File: src/hw/rtl/breath_pressure_detector_macros.svh
// Assertion macros used by the top-level RTL file, which checks itself.
`ifndef BREATH_PRESSURE_DETECTOR_MACROS_SVH
`define BREATH_PRESSURE_DETECTOR_MACROS_SVH

`ifndef ASSERT_OFF

// Same-cycle implication
`define BPD_ASSERT_IMPLIES(lbl, clk_s, rst_s, ante, cons) \
  lbl: assert property (@(posedge clk_s) disable iff (rst_s) (ante) |-> (cons)) \
    else $error("implication check failed");

// Next-cycle implication
`define BPD_ASSERT_NEXT(lbl, clk_s, rst_s, ante, cons) \
  lbl: assert property (@(posedge clk_s) disable iff (rst_s) (ante) |=> (cons)) \
    else $error("next-cycle check failed");

`else

`define BPD_ASSERT_IMPLIES(lbl, clk_s, rst_s, ante, cons)
`define BPD_ASSERT_NEXT(lbl, clk_s, rst_s, ante, cons)

`endif

`endif

File: src/hw/rtl/bpd_pkg.sv
`default_nettype none
package bpd_pkg;

  // Window and sample sizing
  localparam int WINDOW_LEN  = 10;
  localparam int SAMPLE_BITS = 12;

  // Fixed register widths
  localparam int BASE_W   = 12;
  localparam int GAIN_W   = 16;
  localparam int THR_W    = 20;
  localparam int STABLE_W = 8;
  localparam int LEVEL_W  = 21;
  localparam int GLVL_W   = 7;

  // Derived widths
  localparam int EXT_W   = (SAMPLE_BITS > BASE_W) ? SAMPLE_BITS : BASE_W;
  localparam int DELTA_W = EXT_W + 1;
  localparam int SUM_W   = DELTA_W + $clog2(WINDOW_LEN);
  localparam int CNT_W   = $clog2(WINDOW_LEN + 1);
  localparam int SLOT_W  = (WINDOW_LEN > 1) ? $clog2(WINDOW_LEN) : 1;
  localparam int GAS_W   = EXT_W;
  localparam int GNUM_W  = GAS_W + GLVL_W;
  localparam int PROD_W  = SUM_W + GAIN_W + 1;
  localparam int SH_W    = PROD_W - 8;

  // Shared serial divider
  localparam int DIV_NUM_W = (SUM_W > GNUM_W) ? SUM_W : GNUM_W;
  localparam int DIV_DEN_W = (CNT_W > GAS_W) ? CNT_W : GAS_W;
  localparam int DIV_CNT_W = $clog2(DIV_NUM_W + 1);

  // Queue between front and back
  localparam int QUEUE_DEPTH = 2;
  localparam int QPTR_W      = $clog2(QUEUE_DEPTH);
  localparam int QCNT_W      = $clog2(QUEUE_DEPTH + 1);

  // Config port
  localparam int CFG_IDX_W  = 3;
  localparam int CFG_DATA_W = 20;

  localparam logic [CFG_IDX_W-1:0] CFG_PRESSURE_BASELINE  = 3'd0;
  localparam logic [CFG_IDX_W-1:0] CFG_PRESSURE_GAIN      = 3'd1;
  localparam logic [CFG_IDX_W-1:0] CFG_PRESSURE_THRESHOLD = 3'd2;
  localparam logic [CFG_IDX_W-1:0] CFG_STABLE_REQUIRED    = 3'd3;
  localparam logic [CFG_IDX_W-1:0] CFG_GAS_BASELINE       = 3'd4;
  localparam logic [CFG_IDX_W-1:0] CFG_GAS_DELTA_MIN      = 3'd5;
  localparam logic [CFG_IDX_W-1:0] CFG_GAS_DELTA_MAX      = 3'd6;

  localparam logic [GLVL_W-1:0] GAS_LEVEL_FULL = 7'd100;

  // Configuration register set
  typedef struct packed {
    logic [BASE_W-1:0]   pressure_baseline;
    logic [GAIN_W-1:0]   pressure_gain;
    logic [THR_W-1:0]    pressure_threshold;
    logic [STABLE_W-1:0] stable_required;
    logic [BASE_W-1:0]   gas_baseline;
    logic [BASE_W-1:0]   gas_delta_min;
    logic [BASE_W-1:0]   gas_delta_max;
  } bpd_cfg_t;

  // Classified request handed from front to back
  typedef struct packed {
    logic signed [SUM_W-1:0] sum;
    logic [CNT_W-1:0]        cnt;
    logic [SAMPLE_BITS-1:0]  gas;
  } bpd_item_t;

  // Back-end sequencer
  typedef enum logic [2:0] {
    BK_IDLE,
    BK_PDIV,
    BK_MUL,
    BK_SCALE,
    BK_GDIV,
    BK_DONE
  } bpd_back_state_t;

endpackage
`default_nettype wire

File: src/hw/rtl/bpd_in_if.sv
`default_nettype none
interface bpd_in_if import bpd_pkg::*; ();
  logic                   valid;
  logic                   ready;
  logic [SAMPLE_BITS-1:0] pressure_sample;
  logic [SAMPLE_BITS-1:0] gas_sample;

  modport source (output valid, output pressure_sample, output gas_sample, input ready);
  modport sink   (input valid, input pressure_sample, input gas_sample, output ready);
endinterface
`default_nettype wire

File: src/hw/rtl/bpd_out_if.sv
`default_nettype none
interface bpd_out_if import bpd_pkg::*; ();
  logic                      valid;
  logic                      ready;
  logic                      blowing;
  logic signed [LEVEL_W-1:0] pressure_level;
  logic [GLVL_W-1:0]         gas_level;

  modport source (output valid, output blowing, output pressure_level, output gas_level,
                  input ready);
  modport sink   (input valid, input blowing, input pressure_level, input gas_level,
                  output ready);
endinterface
`default_nettype wire

File: src/hw/rtl/bpd_cfg_if.sv
`default_nettype none
interface bpd_cfg_if import bpd_pkg::*; ();
  logic                  valid;
  logic                  ready;
  logic [CFG_IDX_W-1:0]  index;
  logic [CFG_DATA_W-1:0] data;

  modport source (output valid, output index, output data, input ready);
  modport sink   (input valid, input index, input data, output ready);
endinterface
`default_nettype wire

File: src/hw/rtl/breath_pressure_detector.sv
// Each request's average is found by the shared serial divider, which is used again for
// the gas level when that is interpolated. The single divider (one quotient bit per cycle)
// serves both divides, so the back end takes a new request only once it is through with
// the last one. A two-entry queue lets the front accept while the back still works.
// Reset (rst, synchronous, active high) clears the window, run counter, flag and queue
// and loads the register defaults; no clearing pass is needed.
`default_nettype none
`include "breath_pressure_detector_macros.svh"
module breath_pressure_detector import bpd_pkg::*; (
  input wire logic clk,
  input wire logic rst,
  bpd_in_if.sink    samples,
  bpd_out_if.source results,
  bpd_cfg_if.sink   cfg
);

  bpd_cfg_t  regs;
  logic      q_push_valid;
  logic      q_push_ready;
  bpd_item_t q_push_data;
  logic      q_valid;
  logic      q_ready;
  bpd_item_t q_data;

  // Configuration registers
  assign cfg.ready = 1'b1;

  always_ff @(posedge clk) begin
    if (rst) begin
      regs.pressure_baseline  <= BASE_W'(0);
      regs.pressure_gain      <= GAIN_W'(14855);
      regs.pressure_threshold <= THR_W'(256);
      regs.stable_required    <= STABLE_W'(5);
      regs.gas_baseline       <= BASE_W'(0);
      regs.gas_delta_min      <= BASE_W'(30);
      regs.gas_delta_max      <= BASE_W'(800);
    end else if (cfg.valid) begin
      unique case (cfg.index)
        CFG_PRESSURE_BASELINE:  regs.pressure_baseline  <= cfg.data[BASE_W-1:0];
        CFG_PRESSURE_GAIN:      regs.pressure_gain      <= cfg.data[GAIN_W-1:0];
        CFG_PRESSURE_THRESHOLD: regs.pressure_threshold <= cfg.data[THR_W-1:0];
        CFG_STABLE_REQUIRED:    regs.stable_required    <= cfg.data[STABLE_W-1:0];
        CFG_GAS_BASELINE:       regs.gas_baseline       <= cfg.data[BASE_W-1:0];
        CFG_GAS_DELTA_MIN:      regs.gas_delta_min      <= cfg.data[BASE_W-1:0];
        CFG_GAS_DELTA_MAX:      regs.gas_delta_max      <= cfg.data[BASE_W-1:0];
        default: ;
      endcase
    end
  end

  bpd_front u_front (
    .clk        (clk),
    .rst        (rst),
    .cfg        (regs),
    .samples    (samples),
    .push_valid (q_push_valid),
    .push_ready (q_push_ready),
    .push_data  (q_push_data)
  );

  bpd_fifo u_fifo (
    .clk        (clk),
    .rst        (rst),
    .push_valid (q_push_valid),
    .push_ready (q_push_ready),
    .push_data  (q_push_data),
    .pop_valid  (q_valid),
    .pop_ready  (q_ready),
    .pop_data   (q_data)
  );

  bpd_back u_back (
    .clk       (clk),
    .rst       (rst),
    .cfg       (regs),
    .pop_valid (q_valid),
    .pop_ready (q_ready),
    .pop_data  (q_data),
    .results   (results)
  );

  // Idle results carry zero levels
  `BPD_ASSERT_IMPLIES(a_idle_zero, clk, rst, results.valid && !results.blowing, results.pressure_level == '0 && results.gas_level == '0)
  // Gas level never exceeds full scale
  `BPD_ASSERT_IMPLIES(a_gas_range, clk, rst, results.valid, results.gas_level <= GAS_LEVEL_FULL)
  // Blowing implies filtered pressure above threshold
  `BPD_ASSERT_IMPLIES(a_blow_above, clk, rst, results.valid && results.blowing, results.pressure_level > $signed({1'b0, regs.pressure_threshold}))
  // An accepted request is queued on the next cycle
  `BPD_ASSERT_NEXT(a_queued, clk, rst, samples.valid && samples.ready, q_valid)

endmodule
`default_nettype wire

File: src/hw/rtl/bpd_front.sv
`default_nettype none
module bpd_front import bpd_pkg::*; (
  input  wire logic  clk,
  input  wire logic  rst,
  input  bpd_cfg_t   cfg,
  bpd_in_if.sink     samples,
  output logic       push_valid,
  input  wire logic  push_ready,
  output bpd_item_t  push_data
);

  logic signed [DELTA_W-1:0] window [WINDOW_LEN];
  logic signed [SUM_W-1:0]   running_sum;
  logic [SLOT_W-1:0]         write_slot;
  logic                      window_full;

  logic                      accept;
  logic signed [DELTA_W-1:0] delta;
  logic signed [DELTA_W-1:0] oldest;
  logic signed [SUM_W-1:0]   sum_next;
  logic                      wrap;
  logic [CNT_W-1:0]          count;

  assign accept        = samples.valid && push_ready;
  assign samples.ready = push_ready;
  assign push_valid    = samples.valid;

  // Pressure delta against baseline
  assign delta = $signed({1'b0, EXT_W'(samples.pressure_sample)})
               - $signed({1'b0, EXT_W'(cfg.pressure_baseline)});

  // Slots not yet written read as zero until the window first fills
  assign oldest   = window_full ? window[write_slot] : '0;
  assign sum_next = running_sum - SUM_W'(oldest) + SUM_W'(delta);
  assign wrap     = (write_slot == SLOT_W'(WINDOW_LEN - 1));
  assign count    = window_full ? CNT_W'(WINDOW_LEN) : CNT_W'(write_slot) + CNT_W'(1);

  assign push_data.sum = sum_next;
  assign push_data.cnt = count;
  assign push_data.gas = samples.gas_sample;

  // Window bookkeeping
  always_ff @(posedge clk) begin
    if (rst) begin
      running_sum <= '0;
      write_slot  <= '0;
      window_full <= 1'b0;
    end else if (accept) begin
      running_sum <= sum_next;
      write_slot  <= wrap ? '0 : write_slot + SLOT_W'(1);
      if (wrap) begin
        window_full <= 1'b1;
      end
    end
  end

  // Delta storage
  always_ff @(posedge clk) begin
    if (accept) begin
      window[write_slot] <= delta;
    end
  end

endmodule
`default_nettype wire

File: src/hw/rtl/bpd_fifo.sv
`default_nettype none
module bpd_fifo import bpd_pkg::*; (
  input  wire logic  clk,
  input  wire logic  rst,
  input  wire logic  push_valid,
  output logic       push_ready,
  input  bpd_item_t  push_data,
  output logic       pop_valid,
  input  wire logic  pop_ready,
  output bpd_item_t  pop_data
);

  bpd_item_t          slots [QUEUE_DEPTH];
  logic [QPTR_W-1:0]  wr_ptr;
  logic [QPTR_W-1:0]  rd_ptr;
  logic [QCNT_W-1:0]  fill;
  logic               do_push;
  logic               do_pop;

  assign push_ready = (fill != QCNT_W'(QUEUE_DEPTH));
  assign pop_valid  = (fill != '0);
  assign pop_data   = slots[rd_ptr];
  assign do_push    = push_valid && push_ready;
  assign do_pop     = pop_valid && pop_ready;

  // Pointers and fill count
  always_ff @(posedge clk) begin
    if (rst) begin
      wr_ptr <= '0;
      rd_ptr <= '0;
      fill   <= '0;
    end else begin
      if (do_push) begin
        wr_ptr <= (wr_ptr == QPTR_W'(QUEUE_DEPTH - 1)) ? '0 : wr_ptr + QPTR_W'(1);
      end
      if (do_pop) begin
        rd_ptr <= (rd_ptr == QPTR_W'(QUEUE_DEPTH - 1)) ? '0 : rd_ptr + QPTR_W'(1);
      end
      unique case ({do_push, do_pop})
        2'b10:   fill <= fill + QCNT_W'(1);
        2'b01:   fill <= fill - QCNT_W'(1);
        default: fill <= fill;
      endcase
    end
  end

  // Entry storage
  always_ff @(posedge clk) begin
    if (do_push) begin
      slots[wr_ptr] <= push_data;
    end
  end

endmodule
`default_nettype wire

File: src/hw/rtl/bpd_div.sv
`default_nettype none
module bpd_div import bpd_pkg::*; (
  input  wire logic                 clk,
  input  wire logic                 rst,
  input  wire logic                 start,
  input  wire logic [DIV_NUM_W-1:0] num,
  input  wire logic [DIV_DEN_W-1:0] den,
  output logic                      done,
  output logic [DIV_NUM_W-1:0]      quo
);

  logic                 busy;
  logic [DIV_CNT_W-1:0] cnt;
  logic [DIV_DEN_W-1:0] rem;
  logic [DIV_DEN_W-1:0] den_r;
  logic [DIV_DEN_W:0]   rem_sh;
  logic [DIV_DEN_W:0]   rem_sub;
  logic                 ge;

  // One quotient bit per cycle, restoring
  assign rem_sh  = {rem, quo[DIV_NUM_W-1]};
  assign ge      = (rem_sh >= {1'b0, den_r});
  assign rem_sub = rem_sh - {1'b0, den_r};

  always_ff @(posedge clk) begin
    if (rst) begin
      busy <= 1'b0;
      done <= 1'b0;
      cnt  <= '0;
    end else begin
      done <= 1'b0;
      if (start) begin
        busy <= 1'b1;
        cnt  <= DIV_CNT_W'(DIV_NUM_W);
      end else if (busy) begin
        cnt <= cnt - DIV_CNT_W'(1);
        if (cnt == DIV_CNT_W'(1)) begin
          busy <= 1'b0;
          done <= 1'b1;
        end
      end
    end
  end

  // Remainder and quotient shift
  always_ff @(posedge clk) begin
    if (start) begin
      rem   <= '0;
      quo   <= num;
      den_r <= den;
    end else if (busy) begin
      rem <= ge ? rem_sub[DIV_DEN_W-1:0] : rem_sh[DIV_DEN_W-1:0];
      quo <= {quo[DIV_NUM_W-2:0], ge};
    end
  end

endmodule
`default_nettype wire

File: src/hw/rtl/bpd_back.sv
`default_nettype none
module bpd_back import bpd_pkg::*; (
  input  wire logic  clk,
  input  wire logic  rst,
  input  bpd_cfg_t   cfg,
  input  wire logic  pop_valid,
  output logic       pop_ready,
  input  bpd_item_t  pop_data,
  bpd_out_if.source  results
);

  bpd_back_state_t state, state_next;

  logic                      div_start;
  logic [DIV_NUM_W-1:0]      div_num;
  logic [DIV_DEN_W-1:0]      div_den;
  logic                      div_done;
  logic [DIV_NUM_W-1:0]      div_quo;
  logic                      ld_out;

  logic                      neg;
  logic [SAMPLE_BITS-1:0]    gas_r;
  logic signed [SUM_W-1:0]   avg;
  logic signed [PROD_W-1:0]  prod;
  logic signed [LEVEL_W-1:0] filtered;
  logic [GLVL_W-1:0]         gas_lvl;
  logic [STABLE_W-1:0]       above_run;
  logic                      blow_flag;
  logic                      out_valid;

  logic [SUM_W-1:0]          sum_mag;
  logic [SUM_W-1:0]          quo_p;
  logic signed [SH_W-1:0]    shifted;
  logic                      sat;
  logic signed [LEVEL_W-1:0] sat_val;
  logic                      above;
  logic [STABLE_W-1:0]       run_new;
  logic                      blow_new;
  logic [GAS_W-1:0]          gs_ext;
  logic [GAS_W-1:0]          gb_ext;
  logic [GAS_W-1:0]          g_min;
  logic [GAS_W-1:0]          g_max;
  logic [GAS_W-1:0]          g_delta;
  logic                      gas_need_div;
  logic [GLVL_W-1:0]         gas_fixed;
  logic [GNUM_W-1:0]         gas_num;

  bpd_div u_div (
    .clk   (clk),
    .rst   (rst),
    .start (div_start),
    .num   (div_num),
    .den   (div_den),
    .done  (div_done),
    .quo   (div_quo)
  );

  // Magnitude for the average divide
  assign sum_mag = pop_data.sum[SUM_W-1] ? SUM_W'(-pop_data.sum) : SUM_W'(pop_data.sum);
  assign quo_p   = div_quo[SUM_W-1:0];

  // Floor shift by 8 then clamp to 21 bits
  assign shifted = prod[PROD_W-1:8];
  assign sat     = !((&shifted[SH_W-1:LEVEL_W-1]) || !(|shifted[SH_W-1:LEVEL_W-1]));
  assign sat_val = shifted[SH_W-1] ? {1'b1, {(LEVEL_W-1){1'b0}}}
                                   : {1'b0, {(LEVEL_W-1){1'b1}}};

  // Debounce; an already set flag holds while the run stays above threshold
  assign above    = (sat ? sat_val : $signed(shifted[LEVEL_W-1:0]))
                  > $signed({1'b0, cfg.pressure_threshold});
  assign run_new  = !above ? '0 :
                    (above_run < cfg.stable_required) ? above_run + STABLE_W'(1) : above_run;
  assign blow_new = above && (blow_flag || (run_new >= cfg.stable_required));

  // Gas mapping
  assign gs_ext  = GAS_W'(gas_r);
  assign gb_ext  = GAS_W'(cfg.gas_baseline);
  assign g_min   = GAS_W'(cfg.gas_delta_min);
  assign g_max   = GAS_W'(cfg.gas_delta_max);
  assign g_delta = (gs_ext > gb_ext) ? gs_ext - gb_ext : '0;
  assign gas_num = GNUM_W'(g_delta - g_min) * GNUM_W'(GAS_LEVEL_FULL);

  always_comb begin
    gas_need_div = 1'b0;
    priority if (g_max <= g_min) begin
      gas_fixed = (g_delta >= g_min) ? GAS_LEVEL_FULL : '0;
    end else if (g_delta <= g_min) begin
      gas_fixed = '0;
    end else if (g_delta >= g_max) begin
      gas_fixed = GAS_LEVEL_FULL;
    end else begin
      gas_fixed    = '0;
      gas_need_div = 1'b1;
    end
  end

  // State register
  always_ff @(posedge clk) begin
    if (rst) begin
      state <= BK_IDLE;
    end else begin
      state <= state_next;
    end
  end

  // Sequencer
  always_comb begin
    state_next = state;
    pop_ready  = 1'b0;
    div_start  = 1'b0;
    div_num    = '0;
    div_den    = '0;
    ld_out     = 1'b0;
    unique case (state)
      BK_IDLE: begin
        pop_ready = 1'b1;
        if (pop_valid) begin
          div_start  = 1'b1;
          div_num    = DIV_NUM_W'(sum_mag);
          div_den    = DIV_DEN_W'(pop_data.cnt);
          state_next = BK_PDIV;
        end
      end
      BK_PDIV: begin
        if (div_done) begin
          state_next = BK_MUL;
        end
      end
      BK_MUL: begin
        state_next = BK_SCALE;
      end
      BK_SCALE: begin
        if (blow_new && gas_need_div) begin
          div_start  = 1'b1;
          div_num    = DIV_NUM_W'(gas_num);
          div_den    = DIV_DEN_W'(g_max - g_min);
          state_next = BK_GDIV;
        end else begin
          state_next = BK_DONE;
        end
      end
      BK_GDIV: begin
        if (div_done) begin
          state_next = BK_DONE;
        end
      end
      BK_DONE: begin
        if (!out_valid || results.ready) begin
          ld_out     = 1'b1;
          state_next = BK_IDLE;
        end
      end
      default: state_next = BK_IDLE;
    endcase
  end

  // Datapath registers
  always_ff @(posedge clk) begin
    if (state == BK_IDLE && pop_valid) begin
      neg   <= pop_data.sum[SUM_W-1];
      gas_r <= pop_data.gas;
    end
    if (state == BK_PDIV && div_done) begin
      avg <= neg ? -$signed(quo_p) : $signed(quo_p);
    end
    if (state == BK_MUL) begin
      prod <= PROD_W'(avg) * $signed(PROD_W'({1'b0, cfg.pressure_gain}));
    end
    if (state == BK_SCALE) begin
      filtered <= sat ? sat_val : shifted[LEVEL_W-1:0];
      gas_lvl  <= gas_fixed;
    end
    if (state == BK_GDIV && div_done) begin
      gas_lvl <= div_quo[GLVL_W-1:0];
    end
  end

  // Run counter and flag
  always_ff @(posedge clk) begin
    if (rst) begin
      above_run <= '0;
      blow_flag <= 1'b0;
    end else if (state == BK_SCALE) begin
      above_run <= run_new;
      blow_flag <= blow_new;
    end
  end

  // Output register
  always_ff @(posedge clk) begin
    if (rst) begin
      out_valid <= 1'b0;
    end else if (ld_out) begin
      out_valid <= 1'b1;
    end else if (results.ready) begin
      out_valid <= 1'b0;
    end
  end

  always_ff @(posedge clk) begin
    if (ld_out) begin
      results.blowing        <= blow_flag;
      results.pressure_level <= blow_flag ? filtered : '0;
      results.gas_level      <= blow_flag ? gas_lvl : '0;
    end
  end

  assign results.valid = out_valid;

endmodule
`default_nettype wire

File: src/flat_wrapper.sv
// flat-port wrapper written by rule: the top's interface ports become plain ports
module breath_pressure_detector_flat import bpd_pkg::*;
  (clk, rst, samples_valid, samples_pressure_sample, samples_gas_sample, samples_ready, results_valid, results_blowing, results_pressure_level, results_gas_level, results_ready, cfg_valid, cfg_index, cfg_data, cfg_ready);
  bpd_in_if samples_i ();
  bpd_out_if results_i ();
  bpd_cfg_if cfg_i ();
  input wire logic clk;
  input wire logic rst;
  input wire logic [$bits(samples_i.valid)-1:0] samples_valid;
  input wire logic [$bits(samples_i.pressure_sample)-1:0] samples_pressure_sample;
  input wire logic [$bits(samples_i.gas_sample)-1:0] samples_gas_sample;
  output wire logic [$bits(samples_i.ready)-1:0] samples_ready;
  output wire logic [$bits(results_i.valid)-1:0] results_valid;
  output wire logic [$bits(results_i.blowing)-1:0] results_blowing;
  output wire logic [$bits(results_i.pressure_level)-1:0] results_pressure_level;
  output wire logic [$bits(results_i.gas_level)-1:0] results_gas_level;
  input wire logic [$bits(results_i.ready)-1:0] results_ready;
  input wire logic [$bits(cfg_i.valid)-1:0] cfg_valid;
  input wire logic [$bits(cfg_i.index)-1:0] cfg_index;
  input wire logic [$bits(cfg_i.data)-1:0] cfg_data;
  output wire logic [$bits(cfg_i.ready)-1:0] cfg_ready;
  assign samples_i.valid = samples_valid;
  assign samples_i.pressure_sample = samples_pressure_sample;
  assign samples_i.gas_sample = samples_gas_sample;
  assign samples_ready = samples_i.ready;
  assign results_valid = results_i.valid;
  assign results_blowing = results_i.blowing;
  assign results_pressure_level = results_i.pressure_level;
  assign results_gas_level = results_i.gas_level;
  assign results_i.ready = results_ready;
  assign cfg_i.valid = cfg_valid;
  assign cfg_i.index = cfg_index;
  assign cfg_i.data = cfg_data;
  assign cfg_ready = cfg_i.ready;
  breath_pressure_detector u_core (.clk(clk), .rst(rst), .samples(samples_i), .results(results_i), .cfg(cfg_i));
endmodule
File: config.mk
export PLATFORM = sky130hd
export DESIGN_NAME = breath_pressure_detector_flat
export DESIGN_NICKNAME = d
export VERILOG_FILES = /design/src/hw/rtl/bpd_pkg.sv /design/src/hw/rtl/bpd_in_if.sv /design/src/hw/rtl/bpd_out_if.sv /design/src/hw/rtl/bpd_cfg_if.sv /design/src/hw/rtl/breath_pressure_detector.sv /design/src/hw/rtl/bpd_front.sv /design/src/hw/rtl/bpd_fifo.sv /design/src/hw/rtl/bpd_div.sv /design/src/hw/rtl/bpd_back.sv /design/src/flat_wrapper.sv
export VERILOG_INCLUDE_DIRS = /design/src /design/src/hw/rtl
export SDC_FILE = /design/constraint.sdc
export NUM_CORES = 2
export LEC_CHECK = 0
export BUFFER_PORTS_ARGS = -buffer_cell sky130_fd_sc_hd__buf_2
export CAP_MARGIN = 10
export CORE_ASPECT_RATIO = 1.25
export CORE_UTILIZATION = 45
export CTS_CLUSTER_SIZE = 10
export DETAILED_ROUTE_END_ITERATION = 10
export GPL_ROUTABILITY_DRIVEN = 0
export MAX_ROUTING_LAYER = met4
export PLACE_DENSITY = 0.69
export SLEW_MARGIN = 25
export SYNTH_ARGS = -nofsm -noshare
export SYNTH_HDL_FRONTEND = slang
export SYNTH_SLANG_ARGS = --single-unit
File: constraint.sdc
create_clock -name clk -period 9.45 [get_ports clk]
set_input_delay 1.89 -clock clk [delete_from_list [all_inputs] [get_ports clk]]
set_output_delay 1.89 -clock clk [all_outputs]
set_load 0.02 [all_outputs]
Word level (Yosys, flattened, before mapping)
Memory sizes are Yosys's and may differ from the RTL's. A register that Yosys moved wholly into a read port is not among the register bits.
Cells that the tools add are included.
{ "word_totals": {"memories": 2, "ram_bits": 196, "output_inout_bits": 32, "wordCells": 172, "reg_bits": 302} }
{ "mem_list": {"columns": ["name", "words", "width", "rd", "rd_ports_with_merged_regs", "wr", "line_no", "text"], "rows": [
  ["u_core.u_front.window", 10, 13, 1, 1, 1, "bpd_front.sv:12", "logic signed [DELTA_W-1:0] window [WINDOW_LEN];"],
  ["u_core.u_fifo.slots", 2, 33, 1, 1, 1, "bpd_fifo.sv:13", "bpd_item_t slots [QUEUE_DEPTH];"]
]} }
{ "op_classes": {"order_cmp": 9, "add_sub_neg": 16, "mux": 57, "eq_ne": 20, "bitwise": 1, "n_reduce_logical": 32, "mul": 2} }
{ "op_table": {"columns": ["op", "count"], "rows": [
  ["19-bit 2-to-1 mux", 3],
  ["17-bit 2-to-1 mux", 3],
  ["21-bit 2-to-1 mux", 2],
  ["7-bit 2-to-1 mux", 6],
  ["19-bit one-hot mux with 2 select lines", 1],
  ["12-bit 2-to-1 mux", 3],
  ["12-bit subtractor", 3],
  ["17-bit by 17-bit multiplier with 34-bit output", 1],
  ["17-bit negator", 2],
  ["12-bit by 12-bit subtractor with 13-bit output", 2],
  ["12-bit greater-or-equal comparator", 2],
  ["12-bit <= comparator", 2],
  ["12-bit one-hot mux with 2 select lines", 1],
  ["21-bit > comparator", 1],
  ["1-bit 2-to-1 mux", 21],
  ["4-bit 2-to-1 mux", 5],
  ["19-bit by 5-bit multiplier with 17-bit output (second input constant)", 1],
  ["3-bit one-hot mux with 6 select lines", 1],
  ["17-bit by 13-bit adder with 17-bit output", 1],
  ["17-bit by 13-bit subtractor with 17-bit output", 1],
  ["8-bit 2-to-1 mux", 2],
  ["2-bit AND reduction", 8],
  ["3-bit equality test (second input constant)", 5],
  ["13-bit by 12-bit greater-or-equal comparator with 1-bit output", 1],
  ["33 further kinds", 59]
]} }

Logic depth before layout (Yosys ltp)
{ "depth": {"ltp_word": 13, "ltp_mapped": 34} }

Modules after synthesis
From an unflattened synthesis, not the netlist that was laid out.
{ "unflattened": {"cells_unflattened": 3448, "hier_area_um2": 36963.0} }
{ "by_module_without_submodules": {"columns": ["module", "seq_area_each_um2", "cells_per_inst", "instances", "area_per_inst_um2"], "rows": [
  ["bpd_back", 3653.5, 2112, 1, 19824.0],
  ["bpd_front", 4424.2, 639, 1, 8232.9],
  ["breath_pressure_detector", 1841.8, 345, 1, 3699.8],
  ["bpd_div", 1311.3, 225, 1, 2610.0],
  ["bpd_fifo", 2082.0, 127, 1, 2596.2]
]} }

Worst setup path after synthesis
No wires, ideal clock.
{ "synth_timing": {"path_type": "register -> register", "start": "reg u_core.u_back.gas_r[2]", "end": "reg u_core.u_back.u_div.quo[18], data pin", "stages_incl_launch_ff": 32, "synth_period_minus_slack_ns": 6.853, "path_slack_ns": 2.597, "t_arrival_ns": 6.596, "setup_time_ns": 0.257, "cell_sequence": "edfxtp_1 ha_1 nor2b_1 o21ai_0 a21boi_1 o21ai_0 a21oi_1 o21a_1 o31a_1 o31ai_1 buf_2 nor2_1 fa_1 a21o_1 a21o_1 a211oi_1 o21bai_1 a21oi_1 o21bai_1 a21oi_1 xnor2_1 ha_1 ha_1 inv_1 fa_1 inv_1 ha_1 o2111ai_1 o211ai_1 o41ai_1 xnor2_1 o21ai_1"} }
{ "synth_via": {"elab_chain_cells": 10, "elab_cells_between_ends": 16, "classes_between": "add/sub: 2; mul: 1; order compare: 3; mux: 9; reduce/logical: 1"} }
{ "synth_rtl": {"columns": ["element", "line_no", "text"], "rows": [
  ["start: declaration", "bpd_back.sv:22", "logic [SAMPLE_BITS-1:0] gas_r;"],
  ["start signal: assignment", "bpd_back.sv:161", "gas_r <= pop_data.gas;"],
  ["12-bit subtractor / 12-bit > comparator (equally long branches)", "bpd_back.sv:80", "assign g_delta = (gs_ext > gb_ext) ? gs_ext - gb_ext : '0;"],
  ["12-bit 2-to-1 mux (*)", "bpd_back.sv:80", null],
  ["parallel branches: the longest is 7 deep, another holds 19-bit by 5-bit multiplier with 17-bit output", null, null],
  ["19-bit 2-to-1 mux (*)", "bpd_div.sv:47", "if (start) begin"],
  ["end signal: assignment", "bpd_div.sv:49", "quo <= num;"],
  ["end signal: assignment", "bpd_div.sv:53", "quo <= {quo[DIV_NUM_W-2:0], ge};"],
  ["end: declaration", "bpd_div.sv:9", "output logic [DIV_NUM_W-1:0] quo"]
]} }
Mark *: on every way between the ends.
A chain may end at the register's enable or synchronous reset.

Worst setup path in the final report
{ "layout_timing": {"start": "reg u_core.u_back.gas_r[0]", "end": "reg u_core.u_back.u_div.quo[18], data pin"} }
The elaborated chain is that of the path after synthesis.

==> metrics.txt <==
status completed; Global Route Usage Sum 0.2284; ranking of synthesized cells by area edfxtp_1 (29%), fa_1 (17%), ha_1 (9.0%); Yosys reg bits 495; pin count of the biggest net entering global routing 84; post-route design area 0.03900 mm^2; fillcell total 7110; placed instance count 4473; yosys warns 0; crit-path leading delay family compound AO/OA/AOI/OAI gates; HPWL Detailed 65680 um; Leakage 0.01613 uW; I/O pin count 84; proportion of power drawn by combinational gates 0.648; vias 24440; top-area cell type share of the netlist area 0.2859; number of synthesized flops with an enable pin 340; root buf cell clkbuf_16; Top FF cell, synth edfxtp_1; number of CTS-inserted buffers 58; CTS H-tree lvls 2; clock latency on the worst-skew pair 0.66 ns; dpl cell area 0.03717 mm^2; area delta synth->final 9.226%; TNS Setup 0 ns; std cell rows 115; Max stage delay cell, worst path fa_1; Synth area leader edfxtp_1; Cells after Synth 3436; DIE AREA 0.08049 mm^2; final setup fails 0; synth cell count leaders inv_1 (521), nand2_1 (466), edfxtp_1 (340); CP Launch Type flip-flop; switch share 0.4442; CTS tree yes; number of hold buffers added after cts 0; DRT iter0 DRCs 1293; Die H 316.9 um; clock share of power 0.142; PortBufs 82; Post-CTS Setup Bufs 0; fraction of layout cells with a size suffix above 1 0.07738; TritonRoute pass-1 iters 5; RSZ-0062 raised after global routing false; Fmax 130.4 MHz; Reg clk slew, reported paths 0.06 ns; CP Max Fanout 12; first-pass GRT wire length 136700 um; residual DRC count 0; relative slew slack 0.3191; WL final 87340 um; Die X-Extent 254.0 um; Critical Path RT 9.84 ns; syn nets 4053; switching pwr 6563 uW; CTS-repair resized insts 0; ANT nets after route 0; Avg Inst Size Synth 10.39 um^2; Max IR drop VDD 0.0008777 V; Nets 4098; initial antenna violation count 7; worst-case clock skew 0.07211 ns; CP dominant cell by count ha_1; final period utilization 0.8117; CP bufs+invs 5; starting density of the core 0.4545; Core Area 0.07856 mm^2; vias in the first global route 25050; Worst Hold Class reg -> reg; CTS Buffer Depth 3; Setup crit end kind flip-flop; most numerous cell in the Yosys netlist inv_1; Mapped Area 0.03571 mm^2; fin crit period 7.671 ns; Power Density 378.8 mW/mm^2; routed vias/inst 5.327; total gr overflow 0; R2R Setup Slk 1.78 ns; Post-synth ARST share 0; Slew Viols, Final 0; Hold Fails Final Rpt 0; register area share after synthesis 0.3728; Seq pwr share 0.210; wire per inst 19.04 um; Worst Max-Slew Pin Slew 1.015 ns; CTS Sinks 495; critical path type reg -> reg; Non-Filler Instances 4588; crit path DAT 8.06 ns; internal power 8211 uW; slowest stage delay, CP 0.49 ns; Max-cap violations 0; number of distinct library cells after synthesis 77
[worst paths after layout]
| path | start | depth (start not counted) | endpoint |
|---|---|---|---|
| max | u_core.u_back.gas_r[0] | 35 | u_core.u_back.u_div.quo[18] |
| min | u_core.regs[45] | 2 | u_core.regs[45] |
| max reg2reg | u_core.u_back.gas_r[0] | 35 | u_core.u_back.u_div.quo[18] |
| min reg2reg | u_core.regs[45] | 2 | u_core.regs[45] |
[through the flow]
step	hold slack, ns	power, uW	setup WS (ns)	util
2_1_floorplan	0.4319	10670	2.597	-
3_3_place_gp	0.4398	12480	2.014	0.4731
3_5_place_dp	0.4463	12690	1.822	0.4731
4_1_cts	0.4542	14860	1.804	0.4958
5_1_grt	0.4720	16210	1.036	0.4964
6_report	0.4515	14770	1.779	0.4964
[cells by family after synthesis]
logic type,share of synthesized area
and+or+nand+nor,0.1297
buffers and inverters,0.06998
adders and majority gates,0.2629
AOI/OAI and AO/OA,0.09423
DFF,0.3728
xor gates and xnor gates,0.03532
muxes,0.03494
other,0.0001050
[worst min-delay path: stages, from the launching register on]
cell     delay [ns]
dfxtp_1        0.30
nand2_1        0.05
a21oi_1        0.05
[power groups by stage]
stage | registers, uW | logic [uW] | clock network (uW)
finish | 3100 | 9580 | 2090
global route | 3130 | 10900 | 2210
CTS | 3100 | 9630 | 2140
detailed placement | 3140 | 9550 | 0
global placement | 3130 | 9350 | 0
floorplan | 3040 | 7630 | 0
[cell type report]
cell class | count | area [um^2] | area share
well taps | 1053 | 1318 | 0.03378
inverters | 525 | 1971 | 0.05053
multi-input cells | 2287 | 19930 | 0.5109
clock inverters | 7 | 111.4 | 0.002855
clock buffers | 100 | 1670 | 0.04283
diodes | 7 | 17.52 | 0.0004491
repair buffers | 114 | 673.1 | 0.01726
flip-flops and latches | 495 | 13320 | 0.3414
[registers in the layout, summed over array words and instances, names as in the netlist, 2 cells and up, named ones only]
signal and flops:
u_core.regs 92, u_core.u_back.above_run 8, u_core.u_back.avg 17, u_core.u_back.filtered 21
u_core.u_back.gas_lvl 7, u_core.u_back.gas_r 12, u_core.u_back.prod 26, u_core.u_back.results.gas_level 7
u_core.u_back.results.pressure_level 21, u_core.u_back.state 3, u_core.u_back.u_div.cnt 5, u_core.u_back.u_div.den_r 12
u_core.u_back.u_div.quo 19, u_core.u_back.u_div.rem 12, u_core.u_fifo.fill 2, u_core.u_fifo.slots 66
u_core.u_front.running_sum 17, u_core.u_front.window 130, u_core.u_front.write_slot 4
[placed cells by master (no fill, tap or decap), types with 14 or more instances in the layout]
cell / instances
a211oi_1: 16
a21o_1: 69
a21oi_1: 186
and2_1: 157
and3_1: 14
buf_2: 81
buf_4: 32
clkbuf_1: 37
clkbuf_16: 59
dfxtp_1: 153
edfxtp_1: 340
fa_1: 309
ha_1: 256
inv_1: 521
mux2_2: 25
mux2i_1: 38
mux4_2: 26
nand2_1: 466
nand2b_1: 25
nand3_1: 33
nand4_1: 25
nor2_1: 124
nor2b_1: 23
nor3_1: 40
o211a_1: 17
o211ai_1: 30
o21a_1: 20
o21ai_0: 60
o21bai_1: 14
xnor2_1: 99
xor2_1: 45
[per-layer routing]
| layer | wire length [um] | GRT usage | part of all wire |
|---|---|---|---|
| met3 | 3955 | 0.02996 | 0.045 |
| met4 | 4190 | 0.1024 | 0.048 |
| met2 | 45640 | 0.4118 | 0.52 |
| met1 | 33550 | 0.2495 | 0.38 |
| met5 | 0 | - | 0 |
No activity file was read; power rests on OpenSTA's default activity.
